==> src/rtl/lfupr_pkg.sv <==
// Shared types and constants for the LFU page replacement block.
`default_nettype none
package lfupr_pkg;

    localparam int COUNT_W = 16;
    localparam int STAMP_W = 32;
    localparam int TOTAL_W = 32;
    localparam int SLOT_W  = 3;
    localparam int CFG_W   = 4;
    localparam int PAGE_W  = 16;

    typedef logic [COUNT_W-1:0] t_count;
    typedef logic [STAMP_W-1:0] t_stamp;
    typedef logic [TOTAL_W-1:0] t_total;

    localparam t_count COUNT_MAX = '1;

    typedef enum logic [1:0] {
        ST_IDLE,
        ST_SCAN,
        ST_DRAIN,
        ST_UPDATE
    } t_state;

    typedef struct packed {
        logic start;
        logic dv;
    } t_scan_ctl;

endpackage
`default_nettype wire

==> src/rtl/lfupr_frame_mem.sv <==
// Frame table memory: page, use count and last-use stamp per frame.
`default_nettype none
module lfupr_frame_mem import lfupr_pkg::*; #(
    parameter int DEPTH     = 8,
    parameter int PAGE_BITS = 16,
    parameter int IDX_W     = 3
) (
    input  wire logic                 i_clk,
    input  wire logic [IDX_W-1:0]     i_rd_addr,
    output logic      [PAGE_BITS-1:0] o_rd_page,
    output t_count                    o_rd_count,
    output t_stamp                    o_rd_stamp,
    input  wire logic                 i_wr_en,
    input  wire logic [IDX_W-1:0]     i_wr_addr,
    input  wire logic [PAGE_BITS-1:0] i_wr_page,
    input  wire t_count               i_wr_count,
    input  wire t_stamp               i_wr_stamp
);

    logic [PAGE_BITS-1:0] r_page_mem  [DEPTH];
    t_count               r_count_mem [DEPTH];
    t_stamp               r_stamp_mem [DEPTH];

    always_ff @(posedge i_clk) begin
        if (i_wr_en) begin
            r_page_mem[i_wr_addr]  <= i_wr_page;
            r_count_mem[i_wr_addr] <= i_wr_count;
            r_stamp_mem[i_wr_addr] <= i_wr_stamp;
        end
    end

    always_ff @(posedge i_clk) begin
        o_rd_page  <= r_page_mem[i_rd_addr];
        o_rd_count <= r_count_mem[i_rd_addr];
        o_rd_stamp <= r_stamp_mem[i_rd_addr];
    end

endmodule
`default_nettype wire

==> src/rtl/lfupr_scan.sv <==
// Scan unit: one frame per cycle for hit match, first empty frame and LFU/LRU victim.
`default_nettype none
module lfupr_scan import lfupr_pkg::*; #(
    parameter int PAGE_BITS = 16,
    parameter int IDX_W     = 3
) (
    input  wire logic                 i_clk,
    input  wire logic                 i_rst_n,
    input  wire t_scan_ctl            i_ctl,
    input  wire logic [IDX_W-1:0]     i_idx,
    input  wire logic                 i_valid,
    input  wire logic [PAGE_BITS-1:0] i_key,
    input  wire logic [PAGE_BITS-1:0] i_rd_page,
    input  wire t_count               i_rd_count,
    input  wire t_stamp               i_rd_stamp,
    output logic                      o_hit_found,
    output logic      [IDX_W-1:0]     o_hit_idx,
    output t_count                    o_hit_count,
    output logic                      o_empty_found,
    output logic      [IDX_W-1:0]     o_empty_idx,
    output logic      [IDX_W-1:0]     o_victim_idx,
    output logic      [PAGE_BITS-1:0] o_victim_page
);

    logic   r_hit_found;
    logic   r_empty_found;
    t_count r_victim_count;
    t_stamp r_victim_stamp;
    logic   w_match;
    logic   w_better;

    assign w_match  = i_valid && (i_rd_page == i_key);
    assign w_better = (i_idx == '0) || (i_rd_count < r_victim_count) ||
                      ((i_rd_count == r_victim_count) && (i_rd_stamp < r_victim_stamp));

    always_ff @(posedge i_clk) begin
        if (!i_rst_n) begin
            r_hit_found   <= 1'b0;
            r_empty_found <= 1'b0;
        end else if (i_ctl.start) begin
            r_hit_found   <= 1'b0;
            r_empty_found <= 1'b0;
        end else if (i_ctl.dv) begin
            if (w_match) begin
                r_hit_found <= 1'b1;
            end
            if (!i_valid) begin
                r_empty_found <= 1'b1;
            end
        end
    end

    always_ff @(posedge i_clk) begin
        if (i_ctl.dv) begin
            if (w_match && !r_hit_found) begin
                o_hit_idx   <= i_idx;
                o_hit_count <= i_rd_count;
            end
            if (!i_valid && !r_empty_found) begin
                o_empty_idx <= i_idx;
            end
            if (w_better) begin
                o_victim_idx   <= i_idx;
                o_victim_page  <= i_rd_page;
                r_victim_count <= i_rd_count;
                r_victim_stamp <= i_rd_stamp;
            end
        end
    end

    assign o_hit_found   = r_hit_found;
    assign o_empty_found = r_empty_found;

endmodule
`default_nettype wire

==> src/rtl/lfu_page_replacement.sv <==
// Top level of the LFU page replacement block with LRU tie-break.
// Each page word is checked against the active frames. The frame table sits in a memory
// with one read port, scanned one frame per cycle; match, first empty frame and victim
// (least use count, then oldest stamp, then lowest index) come out of the same pass.
// From acceptance the block scans the active frames, drains the memory read and then
// registers the result in its update step; the next word is taken only back in idle.
// No clearing pass is needed after reset: per-frame valid bits mark empty frames.
// The result register frees the scan from the output side, so a waiting result only holds
// the block in its update step.
`default_nettype none
module lfu_page_replacement import lfupr_pkg::*; #(
    parameter int MAX_FRAMES = 8,
    parameter int PAGE_BITS  = 16
) (
    input  wire logic              i_clk,
    input  wire logic              i_rst_n,
    input  wire logic              i_cfg_we,
    input  wire logic [CFG_W-1:0]  i_cfg_wdata,
    input  wire logic              i_in_valid,
    output logic                   o_in_ready,
    input  wire logic [PAGE_W-1:0] i_page,
    output logic                   o_out_valid,
    input  wire logic              i_out_ready,
    output logic                   o_hit,
    output logic      [SLOT_W-1:0] o_slot,
    output logic                   o_evicted_valid,
    output logic      [PAGE_W-1:0] o_evicted_page,
    output t_total                 o_hit_total,
    output t_total                 o_miss_total
);

    localparam int IDX_W    = (MAX_FRAMES > 1) ? $clog2(MAX_FRAMES) : 1;
    localparam int LAST_RST = ((MAX_FRAMES < 8) ? MAX_FRAMES : 8) - 1;

    t_state                  r_state;
    t_state                  n_state;
    logic [IDX_W-1:0]        r_last;
    logic [IDX_W-1:0]        r_idx;
    logic [IDX_W-1:0]        r_didx;
    logic                    r_dv;
    logic [PAGE_BITS-1:0]    r_key;
    logic [MAX_FRAMES-1:0]   r_valid;
    t_stamp                  r_stamp;
    t_total                  r_hits;
    t_total                  r_misses;

    logic                    w_accept;
    logic                    w_scan;
    logic                    w_commit;
    t_scan_ctl               w_ctl;

    logic [PAGE_BITS+PAGE_W-1:0] w_page_ext;
    logic [PAGE_BITS+PAGE_W-1:0] w_evict_ext;
    logic [IDX_W+SLOT_W-1:0]     w_slot_ext;

    logic [PAGE_BITS-1:0]    w_rd_page;
    t_count                  w_rd_count;
    t_stamp                  w_rd_stamp;

    logic                    w_hit_found;
    logic [IDX_W-1:0]        w_hit_idx;
    t_count                  w_hit_count;
    logic                    w_empty_found;
    logic [IDX_W-1:0]        w_empty_idx;
    logic [IDX_W-1:0]        w_victim_idx;
    logic [PAGE_BITS-1:0]    w_victim_page;

    logic [IDX_W-1:0]        w_slot;
    logic                    w_evict;
    t_count                  w_new_count;
    t_stamp                  w_new_stamp;

    // next state
    always_comb begin
        n_state = r_state;
        unique case (r_state)
            ST_IDLE: begin
                if (i_in_valid) begin
                    n_state = ST_SCAN;
                end
            end
            ST_SCAN: begin
                if (r_idx == r_last) begin
                    n_state = ST_DRAIN;
                end
            end
            ST_DRAIN: begin
                n_state = ST_UPDATE;
            end
            ST_UPDATE: begin
                if (!o_out_valid || i_out_ready) begin
                    n_state = ST_IDLE;
                end
            end
            default: begin
                n_state = ST_IDLE;
            end
        endcase
    end

    // state outputs
    always_comb begin
        o_in_ready = 1'b0;
        w_scan     = 1'b0;
        w_commit   = 1'b0;
        unique case (r_state)
            ST_IDLE: begin
                o_in_ready = 1'b1;
            end
            ST_SCAN: begin
                w_scan = 1'b1;
            end
            ST_DRAIN: begin
            end
            ST_UPDATE: begin
                w_commit = !o_out_valid || i_out_ready;
            end
            default: begin
            end
        endcase
    end

    assign w_accept  = i_in_valid && o_in_ready;
    assign w_ctl     = '{start: w_accept, dv: r_dv};
    assign w_page_ext = {{PAGE_BITS{1'b0}}, i_page};

    always_ff @(posedge i_clk) begin
        if (!i_rst_n) begin
            r_state <= ST_IDLE;
            r_dv    <= 1'b0;
        end else begin
            r_state <= n_state;
            r_dv    <= w_scan;
        end
    end

    always_ff @(posedge i_clk) begin
        if (!i_rst_n) begin
            r_last <= IDX_W'(LAST_RST);
        end else if (i_cfg_we) begin
            priority if (i_cfg_wdata == '0) begin
                r_last <= '0;
            end else if (int'(i_cfg_wdata) > MAX_FRAMES) begin
                r_last <= IDX_W'(MAX_FRAMES - 1);
            end else begin
                r_last <= IDX_W'(i_cfg_wdata - CFG_W'(1));
            end
        end
    end

    // advance the scan address; hold the key
    always_ff @(posedge i_clk) begin
        if (w_accept) begin
            r_idx <= '0;
            r_key <= w_page_ext[PAGE_BITS-1:0];
        end else if (w_scan) begin
            r_idx <= r_idx + IDX_W'(1);
        end
        r_didx <= r_idx;
    end

    lfupr_frame_mem #(
        .DEPTH     (MAX_FRAMES),
        .PAGE_BITS (PAGE_BITS),
        .IDX_W     (IDX_W)
    ) u_frame_mem (
        .i_clk      (i_clk),
        .i_rd_addr  (r_idx),
        .o_rd_page  (w_rd_page),
        .o_rd_count (w_rd_count),
        .o_rd_stamp (w_rd_stamp),
        .i_wr_en    (w_commit),
        .i_wr_addr  (w_slot),
        .i_wr_page  (r_key),
        .i_wr_count (w_new_count),
        .i_wr_stamp (w_new_stamp)
    );

    lfupr_scan #(
        .PAGE_BITS (PAGE_BITS),
        .IDX_W     (IDX_W)
    ) u_scan (
        .i_clk         (i_clk),
        .i_rst_n       (i_rst_n),
        .i_ctl         (w_ctl),
        .i_idx         (r_didx),
        .i_valid       (r_valid[r_didx]),
        .i_key         (r_key),
        .i_rd_page     (w_rd_page),
        .i_rd_count    (w_rd_count),
        .i_rd_stamp    (w_rd_stamp),
        .o_hit_found   (w_hit_found),
        .o_hit_idx     (w_hit_idx),
        .o_hit_count   (w_hit_count),
        .o_empty_found (w_empty_found),
        .o_empty_idx   (w_empty_idx),
        .o_victim_idx  (w_victim_idx),
        .o_victim_page (w_victim_page)
    );

    always_comb begin
        priority if (w_hit_found) begin
            w_slot = w_hit_idx;
        end else if (w_empty_found) begin
            w_slot = w_empty_idx;
        end else begin
            w_slot = w_victim_idx;
        end
    end

    assign w_evict     = !w_hit_found && !w_empty_found;
    assign w_new_stamp = r_stamp + STAMP_W'(1);
    assign w_new_count = !w_hit_found ? COUNT_W'(1) :
                         (w_hit_count == COUNT_MAX) ? w_hit_count :
                         w_hit_count + COUNT_W'(1);
    assign w_evict_ext = {{PAGE_W{1'b0}}, w_victim_page};
    assign w_slot_ext  = {{SLOT_W{1'b0}}, w_slot};

    always_ff @(posedge i_clk) begin
        if (!i_rst_n) begin
            r_valid  <= '0;
            r_stamp  <= '0;
            r_hits   <= '0;
            r_misses <= '0;
        end else if (w_commit) begin
            r_valid[w_slot] <= 1'b1;
            r_stamp         <= w_new_stamp;
            if (w_hit_found) begin
                r_hits <= r_hits + TOTAL_W'(1);
            end else begin
                r_misses <= r_misses + TOTAL_W'(1);
            end
        end
    end

    always_ff @(posedge i_clk) begin
        if (!i_rst_n) begin
            o_out_valid <= 1'b0;
        end else if (w_commit) begin
            o_out_valid <= 1'b1;
        end else if (i_out_ready) begin
            o_out_valid <= 1'b0;
        end
    end

    always_ff @(posedge i_clk) begin
        if (w_commit) begin
            o_hit           <= w_hit_found;
            o_slot          <= w_slot_ext[SLOT_W-1:0];
            o_evicted_valid <= w_evict;
            o_evicted_page  <= w_evict ? w_evict_ext[PAGE_W-1:0] : '0;
            o_hit_total     <= w_hit_found ? r_hits + TOTAL_W'(1) : r_hits;
            o_miss_total    <= w_hit_found ? r_misses : r_misses + TOTAL_W'(1);
        end
    end

    a_idle_drained: assert property (@(posedge i_clk) disable iff (!i_rst_n)
        (r_state == ST_IDLE) |-> !r_dv)
        else $error("scan pipeline not drained in idle");

    a_slot_filled: assert property (@(posedge i_clk) disable iff (!i_rst_n)
        w_commit |=> r_valid[$past(w_slot)])
        else $error("written frame not marked valid");

    a_slot_active: assert property (@(posedge i_clk) disable iff (!i_rst_n)
        (w_commit && !w_hit_found) |-> (w_slot <= r_last))
        else $error("filled frame outside the active range");

    a_one_count: assert property (@(posedge i_clk) disable iff (!i_rst_n)
        w_commit |=> ((r_hits + r_misses) == ($past(r_hits + r_misses) + TOTAL_W'(1))))
        else $error("totals did not advance by one word");

endmodule
`default_nettype wire
==> config.mk <==
export PLATFORM = sky130hd
export DESIGN_NAME = lfu_page_replacement
export DESIGN_NICKNAME = d
export VERILOG_FILES = /design/src/rtl/lfupr_pkg.sv /design/src/rtl/lfupr_frame_mem.sv /design/src/rtl/lfupr_scan.sv /design/src/rtl/lfu_page_replacement.sv
export SDC_FILE = /design/constraint.sdc
export NUM_CORES = 1
export LEC_CHECK = 0
export BUFFER_PORTS_ARGS = -buffer_cell sky130_fd_sc_hd__buf_2
export CORE_AREA = 2 2 299 301
export CTS_CLUSTER_DIAMETER = 200
export CTS_CLUSTER_SIZE = 28
export DETAILED_ROUTE_END_ITERATION = 10
export DIE_AREA = 0 0 301 303
export MAX_ROUTING_LAYER = met4
export PLACE_DENSITY_LB_ADDON = 0.08
export SKIP_LAST_GASP = 1
export SLEW_MARGIN = 20
export SYNTH_ARGS = -nofsm -noshare
export SYNTH_HDL_FRONTEND = slang
export SYNTH_SLANG_ARGS = --single-unit
==> constraint.sdc <==
create_clock -name i_clk -period 5.7 [get_ports i_clk]
set_input_delay 0.285 -clock i_clk [delete_from_list [all_inputs] [get_ports i_clk]]
set_output_delay 0.285 -clock i_clk [all_outputs]
set_load 0.03 [all_outputs]
==> summary.md, run 1 <==
| Metric | Value |
|---|---|
| Port Buf Inserts | 111 |
| Crit. End Element | register |
| CP peak stage delay | 0.80 ns |
| Largest net degree at the start of global routing | 75 |
| Clock-pin slew on the worst setup and hold paths | 0.11 ns |
| H-tree levels | 2 |
| Yosys warns | 0 |
| Fin Setup TNS | 0 ns |
| Met1 wire length | 34190 um |
| DR WL met3 | 2152 um |
| Worst EP arrival | 3.69 ns |
| Yosys reg bits | 885 |
| Die width | 301 um |
| Via count | 17770 |
| DIE AREA | 0.09120 sq mm |
| Post-synth EDFFs | 702 |
| Run status | completed |
| Resized Gates After CTS | 0 |
| Async SR Flop Fraction | 0 |
| Worst Clk Skew | 0.04095 ns |
| Required @ worst endpoint | 5.94 ns |
| ANT cells | 0 |
| Maximum clock rate | 0.2904 GHz |
| DR WL met2 | 36550 um |
| Layout cells sized above 1 | 0.1816 |
| Synth area leader | edfxtp_1 |
| CTS Buf Count | 37 |
| RSZ-0062 raised after global routing | false |
| Post-route DRC | 0 |
| Area delta synth->final | 9.792% |
| Rows | 109 |
| Max-slew violations | 0 |
| Top cell type's share of synthesized area | 0.6054 |
| Grt total ovfl | 0 |
| Most used DFF post-synth | edfxtp_1 |
| Setup Fix Bufs, Post-CTS | 0 |
| Cell area power density | 355.2 mW/mm^2 |
| Peak supply drop | 0.0002189 V |
| Gpl congestion | 0.7971 |
| Sequential area share after synthesis | 0.7107 |
| 1st-iter DRT viols | 1043 |
| Top-count cell post-synth | edfxtp_1 |
| Post-Syn Instances | 2126 |
| CP Launch Type | register |
| Hold-critical path depth | 3 |
| Slowest cell on the critical path | nor2_4 |
| Final hold vios | 0 |
| CTS root buf | clkbuf_16 |
| Final core occ | 0.4346 |
| Max-cap violations | 0 |
| Hpwl dp | 44250 um |
| Netlist Area Pre-Place | 0.03482 sq mm |
| Worst-skew pair later-pin latency | 0.61 ns |
| Period utilization | 0.6041 |
| Max clock buf depth | 3 |
| Clock sink count | 885 |
| Setup ws final | 2.257 ns |
| Vias per cell | 5.175 |
| Core Box Area | 0.08797 sq mm |
| Fin nets | 2323 |
| Least-Margin Pin Slew | 1.057 ns |
| R2R cell count | 6 |
| Slew margin rel. | 0.2898 |
| Final WL | 74060 um |
| Setup CP Type | register to register |
| Post-place setup slack | 2.121 ns |
| Leak | 11.82 nW |
| Tot GR Track Use | 0.1691 |
| First-pass GRT wire length | 113400 um |
| CTS tree | done |
| Synth area leaders | edfxtp_1 61%, dfxtp_1 11%, mux4_2 8.4% |
| Syn nets | 2208 |
| Max Fanout on Critical Path | 57 |
| Vias in the first global route | 18300 |
| Worst hold path type | input port to register |
| Fin crit period | 3.443 ns |
| Highest metal used | met4 |
| IO Count | 112 |
| Initial antenna violation count | 3 |
| Synth unique cells | 61 |
| Endpoints failing setup | 0 |
| 1st-pass router iterations | 5 |
| Initial Util | 0.3958 |
| Top post-synthesis cells by count | 702 x edfxtp_1, 183 x dfxtp_1, 130 x mux4_2 |
| ANT nets after route | 0 |
| CP Cell Sequence | ha_1, nand2_2, inv_6, nand2_1, nor2_4, buf_12 |
| Die Height | 303 um |
| Mean Syn Cell Area | 16.38 sq um |
| WL per Instance | 21.57 um |
## sequential cells by signal (all words and copies together), names as in the netlist, 8 cells and up
register and cells:
r_stamp 32, u_frame_mem.r_stamp_mem 256, u_scan.r_victim_stamp 32, r_misses 32, u_scan.o_hit_count 16, r_hits 32
u_frame_mem.o_rd_count 16, u_frame_mem.r_page_mem 128, u_scan.r_victim_count 16, o_evicted_page 16, u_frame_mem.o_rd_page 16, r_valid 8
u_scan.o_victim_page 16, u_frame_mem.r_count_mem 128, r_key 16, u_frame_mem.o_rd_stamp 32, o_hit_total 32, o_miss_total 32
## final cells by class
class,count,area [sq um]
Inverter,69,265.3
Clock buffer,65,1052
Sequential cell,885,24760
Timing Repair Buffer,163,1119
Clock inverter,2,32.53
Multi-Input combinational cell,1085,9547
Fill cell,7852,49740
Tap cell,1165,1458
## worst max-delay path: cells and delay by family (launching register included)
family,cells,cell delay (ns)
and+or+nand+nor,3,1.41
buffers and inverters,2,0.92
adders and majority gates,1,0.27
DFF,1,0.40
## placed cells by master (no fill, tap or decap), types with 66 or more instances in the layout
master	instances
edfxtp_1	702
nand2_1	106
mux2_2	66
inv_1	67
xnor2_1	96
buf_2	111
xor2_1	83
mux4_2	130
dfxtp_1	180
nor2_1	119
## metrics by stage
stage	cells	hold slack, ns	power, W	cell area [sq um]
after global routing	3434	0.08691	0.01422	38230
after CTS	3434	0.009281	0.01383	38230
after global placement	3347	0.4132	0.01056	36930
after floorplan	2126	0.3540	0.009742	34820
after detailed placement	3348	0.4146	0.01058	36950
final	3434	0.04383	0.01358	38230
## cells by family after synthesis
| kind of cell | count (synthesis) | share of synthesized area |
|---|---|---|
| flip-flops | 885 | 0.7107 |
| multiplexers | 207 | 0.1086 |
| AND/OR/NAND/NOR | 494 | 0.07198 |
| adder cells (fa/ha/maj) | 57 | 0.02048 |
| buffers and inverters | 156 | 0.01757 |
| AO/OA/AOI/OAI | 148 | 0.02569 |
| XOR/XNOR | 179 | 0.04503 |
## power breakdown
group	internal [W]	switching [W]
clock network	0.00129	0.00193
logic	0.00101	0.00132
registers	0.00764	0.000394
## worst paths after layout
path / start / to / slack [ns]
worst min register to register: u_frame_mem.o_rd_stamp[14] / u_scan.r_victim_stamp[14] / 0.44
worst min-delay path: i_cfg_wdata[3] / r_last[1] / 0.04
worst max register to register: r_state[1] / u_frame_mem.r_stamp_mem[1][24] / 2.26
worst max-delay path: r_state[1] / u_frame_mem.r_stamp_mem[1][24] / 2.26
## what timing repair did
action,in CTS,in global routing
endpoints found under the hold margin,20,0
setup endpoints to repair,0,0
hold buffers,19,0
## metal layers
| metal | track usage | vias up |
|---|---|---|
| met4 | 0.03234 | 0 |
| met3 | 0.01754 | 67 |
| li1 | - | 8284 |
| met1 | 0.2261 | 9162 |
| met5 | - | - |
| met2 | 0.2831 | 257 |
No activity file was read; power rests on OpenSTA's default activity.
==> inputs of run 2 (changes only) <==
Clock period 5.7 ns to 3.5 ns, I/O delays scaled along.
==> summary.md, run 2 (synthesis gave the netlist of run 1 again) <==
| Metric | Value |
|---|---|
| Run status | completed |
| Max FFs per register | 256 (unchanged) |
| 1st-pass router iterations | 7 (+2) |
| CP peak stage delay | 0.66 ns (-0.14 ns) |
| Least-Margin Pin Slew | 1.028 ns (-0.02937 ns) |
| Worst Clk Skew | 0.04037 ns (-0.0005830 ns) |
| Crit path max-delay family | simple AND/OR/NAND/NOR gates |
| Slowest cell on the critical path | nor4_1 |
| Initial antenna violation count | 3 (unchanged) |
| Fin crit period | 3.109 ns (-0.3342 ns) |
| Multi-input logic area | 0.009547 sq mm (unchanged) |
| CP Cell Sequence | inv_1, ha_1, nand4_1, nor4_1, nand2_1, a32oi_1, o22ai_4, buf_4 |
| CTS tree | done |
| Worst-skew pair later-pin latency | 0.61 ns (about the same) |
| Clock-pin slew on the worst setup and hold paths | 0.11 ns (about the same) |
| Maximum clock rate | 0.3216 GHz (+11%) |
| Slew margin rel. | 0.3106 (+0.02077) |
| Dpl cells | 3360 (+0.36%) |
| Max-slew violations | 0 (unchanged) |
| IO Count | 112 (unchanged) |
| Via count | 17840 (+0.38%) |
| CTS root buf | clkbuf_16 |
| Post-place setup slack | 0.3003 ns (-1.820 ns) |
| Vias per cell | 5.167 (-0.15%) |
| Non-Filler Instances | 3452 (+0.52%) |
| Top reg by flops | u_frame_mem.r_stamp_mem |
| Biggest regs | u_frame_mem.r_stamp_mem (256), u_frame_mem.r_count_mem (128), u_frame_mem.r_page_mem (128) |
| Area delta synth->final | 10.33% |
| Endpoints failing setup | 0 (unchanged) |
| Final hold vios | 0 (unchanged) |
| WP depth | 8 (+2) |
| Hold-fix buffers at CTS | 23 (+4) |
| Max-cap violations | 0 (unchanged) |
| Post-route DRC | 0 (unchanged) |
| Vias in the first global route | 18810 (+2.8%) |
| Period utilization | 0.8883 (+0.2842) |
| Layout cells sized above 1 | 0.1856 (+0.003980) |
| CTS Buf Count | 37 (unchanged) |
| H-tree levels | 2 (unchanged) |
| Grt total ovfl | 0 (unchanged) |
| Clock sink count | 885 (unchanged) |
| R2R cell count | 8 (+2) |
| Tot GR Track Use | 0.1709 (+0.001715) |
| Max clock buf depth | 3 (unchanged) |
| Sum of buffers and inverters on the critical path | 2 (unchanged) |
| Die width | 301 um (unchanged) |
| Hold-critical path depth | 3 (unchanged) |
| Largest net degree at the start of global routing | 109 (+45%) |
| Cell area power density | 577.4 mW/mm^2 (+63%) |
| Initial Util | 0.3958 (unchanged) |
| DIE AREA | 0.09120 sq mm (unchanged) |
| ANT nets after route | 0 (unchanged) |
| 1st-iter DRT viols | 1301 (+25%) |
| Placed inst area | 0.03712 sq mm (+0.44%) |
| Post-Layout Inst Area | 0.03842 sq mm (+0.49%) |
| Fin Setup TNS | 0 ns (unchanged) |
| Leak | 11.91 nW (+0.71%) |
| Gpl congestion | 0.7886 (-1.1%) |
| Setup CP Type | register to register |
| Worst EP arrival | 3.40 ns (-0.29 ns) |
| Die Height | 303 um (unchanged) |
| Final WL | 74410 um (+0.47%) |
| RSZ-0062 raised after global routing | false |
| WL per Instance | 21.55 um (about the same) |
| CP Launch Type | register |
| Worst hold path type | input port to register |
| Fin nets | 2339 (+0.69%) |
| First-pass GRT wire length | 115000 um (+1.4%) |
| Tot Pwr | 0.02218 W (+63%) |
| Port Buf Inserts | 111 (unchanged) |
| Resized Gates After CTS | 0 (unchanged) |
| Rows | 109 (unchanged) |
| Commonest cells after routing, fill and taps aside | 702 x edfxtp_1, 180 x dfxtp_1, 130 x mux4_2 |
| Core Box Area | 0.08797 sq mm (unchanged) |
| Most common cell after layout, fill and taps aside | edfxtp_1 |
| Register area | 0.02476 sq mm (unchanged) |
| Number of fill cells | 7800 (-0.66%) |
| Setup Fix Bufs, Post-CTS | 0 (unchanged) |
| Setup ws final | 0.3908 ns (-1.866 ns) |
| Peak supply drop | 0.0003796 V (+73%) |
| Crit. End Element | register |
| Required @ worst endpoint | 3.79 ns (-2.15 ns) |
| Max Fanout on Critical Path | 28 (-51%) |
| Hpwl dp | 44570 um (+0.72%) |
run 2: cell types whose count changed in the layout (fill, tap and decap cells not counted), sizes merged:
cell / change
dlygate4sd3: +4
clkbuf: -1
inv: +2
buf: +12
clkinv: -1
diode: +2
run 2: power breakdown:
group | leakage (nW) | internal (W) | total [W] | switching [W]
sequential | 7.43 | 0.0124 | 0.0131 | 0.000622
clock | 0.504 | 0.00206 | 0.00521 | 0.00316
combinational | 3.97 | 0.00173 | 0.00391 | 0.00218
total | 11.9 | 0.0162 | 0.0222 | 0.00596
run 2: stage by stage:
stage / utilization / hold slack (ns)
6_report: 0.4367 / 0.1385
3_5_place_dp: 0.4219 / 0.3531
2_1_floorplan: - / 0.2739
5_1_grt: 0.4367 / 0.1204
4_1_cts: 0.4366 / 0.1020
3_3_place_gp: 0.4219 / 0.3520
run 2: worst paths after layout:
path	start	endpoint	slack (ns)
min reg2reg	u_frame_mem.o_rd_stamp[17]	u_scan.r_victim_stamp[17]	0.45
min	i_rst_n	r_last[2]	0.14
max	u_scan.r_victim_stamp[31]	u_scan.r_victim_stamp[1]	0.39
max reg2reg	u_scan.r_victim_stamp[31]	u_scan.r_victim_stamp[1]	0.39
run 2: final cells by class:
cell class / count / share of cell area
clock buffer: 64 / 0.02674
inverter: 69 / 0.006872
timing repair buffer: 179 / 0.03456
clock inverter: 3 / 0.0008794
sequential: 885 / 0.6444
multi-input combinational: 1085 / 0.2485
tap: 1165 / 0.03794
antenna: 2 / 0.0001303
run 2: metal layers:
layer | GRT usage | routed length [um] | vias to the layer above
li1 | - | - | 8312
met1 | 0.2333 | 35260 | 9216
met2 | 0.2815 | 36070 | 257
met3 | 0.01847 | 2104 | 52
met4 | 0.02914 | 964 | 0
met5 | - | 0 | -
run 2: tightest hold or removal path: cells and delay by family:
kind | cells | cell delay (ns)
buffers and inverters | 2 | 0.38
and+or+nand+nor | 1 | 0.11
==> inputs of run 3 (changes only) <==
Clock period 3.5 ns to 3.9 ns, I/O delays scaled along.
==> summary.md, run 3 (synthesis gave the netlist of run 1 again) <==
| Metric | Value |
|---|---|
| Run status | completed |
| Top reg by flops | u_frame_mem.r_stamp_mem |
| Biggest regs | u_frame_mem.r_stamp_mem (256), u_frame_mem.r_count_mem (128), u_frame_mem.r_page_mem (128) |
| Setup Fix Bufs, Post-CTS | 0 (unchanged) |
| Fin nets | 2336 (-0.13%) |
| Max-slew violations | 0 (unchanged) |
| Resized Gates After CTS | 0 (unchanged) |
| Peak supply drop | 0.0004198 V (+11%) |
| Tot Pwr | 0.01996 W (-10%) |
| DIE AREA | 0.09120 sq mm (unchanged) |
| Hpwl dp | 45750 um (+2.7%) |
| Period utilization | 0.7922 (-0.09613) |
| Largest net degree at the start of global routing | 130 (+19%) |
| Max clock buf depth | 3 (unchanged) |
| WL per Instance | 22.06 um (+2.4%) |
| Max Fanout on Critical Path | 50 (+79%) |
| Cell area power density | 520.8 mW/mm^2 (-9.8%) |
| Max FFs per register | 256 (unchanged) |
| Worst Clk Skew | 0.01874 ns (-0.02163 ns) |
| IO Count | 112 (unchanged) |
| Endpoints failing setup | 0 (unchanged) |
| Via count | 17950 (+0.61%) |
| Required @ worst endpoint | 4.19 ns (+0.40 ns) |
| H-tree levels | 2 (unchanged) |
| Final WL | 76080 um (+2.2%) |
| R2r setup slk | 0.81 ns (+0.42 ns) |
| Worst setup path end | u_scan.o_victim_page[15] |
| Initial Util | 0.3958 (unchanged) |
| CP Launch Type | register |
| Die Height | 303 um (unchanged) |
| DR WL met2 | 36380 um (+0.85%) |
| Crit path max-delay family | compound AO/OA/AOI/OAI gates |
| ANT nets after route | 0 (unchanged) |
| 1st-pass router iterations | 5 (-2) |
| Worst-skew pair later-pin latency | 0.61 ns (about the same) |
| Fin Setup TNS | 0 ns (unchanged) |
| Clock sink count | 885 (unchanged) |
| Core Box Area | 0.08797 sq mm (unchanged) |
| Maximum clock rate | 0.3237 GHz (+0.63%) |
| R2R Path End | u_scan.o_victim_page[15] |
| Initial antenna violation count | 2 (-1) |
| Clock-pin slew on the worst setup and hold paths | 0.11 ns (about the same) |
| Met1 wire length | 36330 um (+3.0%) |
| CTS Buf Count | 37 (unchanged) |
| Final hold vios | 0 (unchanged) |
| RSZ-0062 raised after global routing | false |
| Slew margin rel. | 0.2675 (-0.04306) |
| Rows | 109 (unchanged) |
| Commonest cells after routing, fill and taps aside | 702 x edfxtp_1, 180 x dfxtp_1, 130 x mux4_2 |
| Post-route DRC | 0 (unchanged) |
| Vias per cell | 5.204 (+0.72%) |
| R2R cell count | 8 (unchanged) |
| Least-Margin Pin Slew | 1.090 ns (+0.06255 ns) |
| Die width | 301 um (unchanged) |
| Fin crit period | 3.090 ns (-0.01955 ns) |
| CTS tree | done |
| WP depth | 8 (unchanged) |
| 1st-iter DRT viols | 1228 (-5.6%) |
| First-pass GRT wire length | 115800 um (+0.66%) |
| Layout cells sized above 1 | 0.1848 (-0.0007135) |
| Crit. End Element | register |
| Port Buf Inserts | 111 (unchanged) |
| DR WL met3 | 2251 um (+7.0%) |
| Vias in the first global route | 18470 (-1.8%) |
| Slowest cell on the critical path | o22ai_4 |
| ANT cells | 0 (-2) |
| CP Cell Sequence | inv_1, ha_1, a21o_1, a311o_1, a2111oi_0, a21oi_1, o22ai_4, buf_12 |
| Worst hold path type | input port to register |
| Setup CP Type | register to register |
| Tot GR Track Use | 0.1731 (+0.002220) |
| Hold Slack | 0.1057 ns (-0.03283 ns) |
| RR Startpoint | u_scan.r_victim_stamp[29] |
| Most common cell after layout, fill and taps aside | edfxtp_1 |
| CP peak stage delay | 0.56 ns (-0.10 ns) |
| Grt total ovfl | 0 (unchanged) |
| Highest metal used | met4 |
| Gpl congestion | 0.7526 (-4.6%) |
| CTS root buf | clkbuf_16 |
| Area delta synth->final | 10.06% |
| Critical path launch point | u_scan.r_victim_stamp[29] |
| Sum of buffers and inverters on the critical path | 2 (unchanged) |
| Hold-fix buffers at CTS | 23 (unchanged) |
| Max-cap violations | 0 (unchanged) |
| Worst EP arrival | 3.38 ns (-0.02 ns) |
| Leak | 11.88 nW (-0.21%) |
-- run 3: cell count changes in the layout (fill, tap and decap cells not counted), sizes merged --
cell	previous run	this run
buf	156	153
inv	70	69
clkinv	2	4
diode	2	0
-- run 3: tightest hold or removal path, cell delays in order --
cell	delay [ns]
buf_2	0.13
inv_2	0.20
nor2_1	0.15
-- run 3: layer usage --
layer  vias up  track usage
met5         -            -
met4         0      0.03246
met3        62      0.01633
met2       278       0.2804
met1      9321       0.2409
li1       8284            -
-- run 3: where the power goes --
| group | total [W] | switching [W] | internal [W] |
|---|---|---|---|
| clock | 0.00473 | 0.00287 | 0.00186 |
| combinational | 0.00346 | 0.00193 | 0.00153 |
| sequential | 0.0118 | 0.000605 | 0.0112 |
-- run 3: through the flow --
stage / utilization / std cells / setup slack [ns] / instance area, sq um
final: 0.4356 / 3448 / 0.8104 / 38320
after CTS: 0.4356 / 3448 / 0.7353 / 38320
after floorplan: - / 2126 / -0.6805 / 34840
after global routing: 0.4356 / 3448 / 0.4090 / 38320
after global placement: 0.4207 / 3357 / 0.8016 / 37010
after detailed placement: 0.4207 / 3357 / 0.7892 / 37010
-- run 3: final cells by class --
cell class | instances | area, sq um
multi-input combinational | 1085 | 9547
sequential | 885 | 24760
clock inverter | 4 | 57.56
timing repair buffer | 176 | 1214
inverter | 69 | 264.0
clock buffer | 64 | 1027
fill | 7806 | 49640
tap | 1165 | 1458
-- run 3: how the worst min path moves through the flow --
stage          startpoint     endpoint  slack (ns)  cells past startpoint
2_1_floorplan   i_page[0]     r_key[0]        0.29                      0
3_3_place_gp   i_page[10]    r_key[10]        0.37                      1
3_5_place_dp    i_page[8]     r_key[8]        0.37                      1
4_1_cts           i_rst_n  r_stamp[14]        0.09                      3
5_1_grt           i_rst_n  r_stamp[12]        0.13                      3
6_report          i_rst_n  r_stamp[10]        0.11                      3
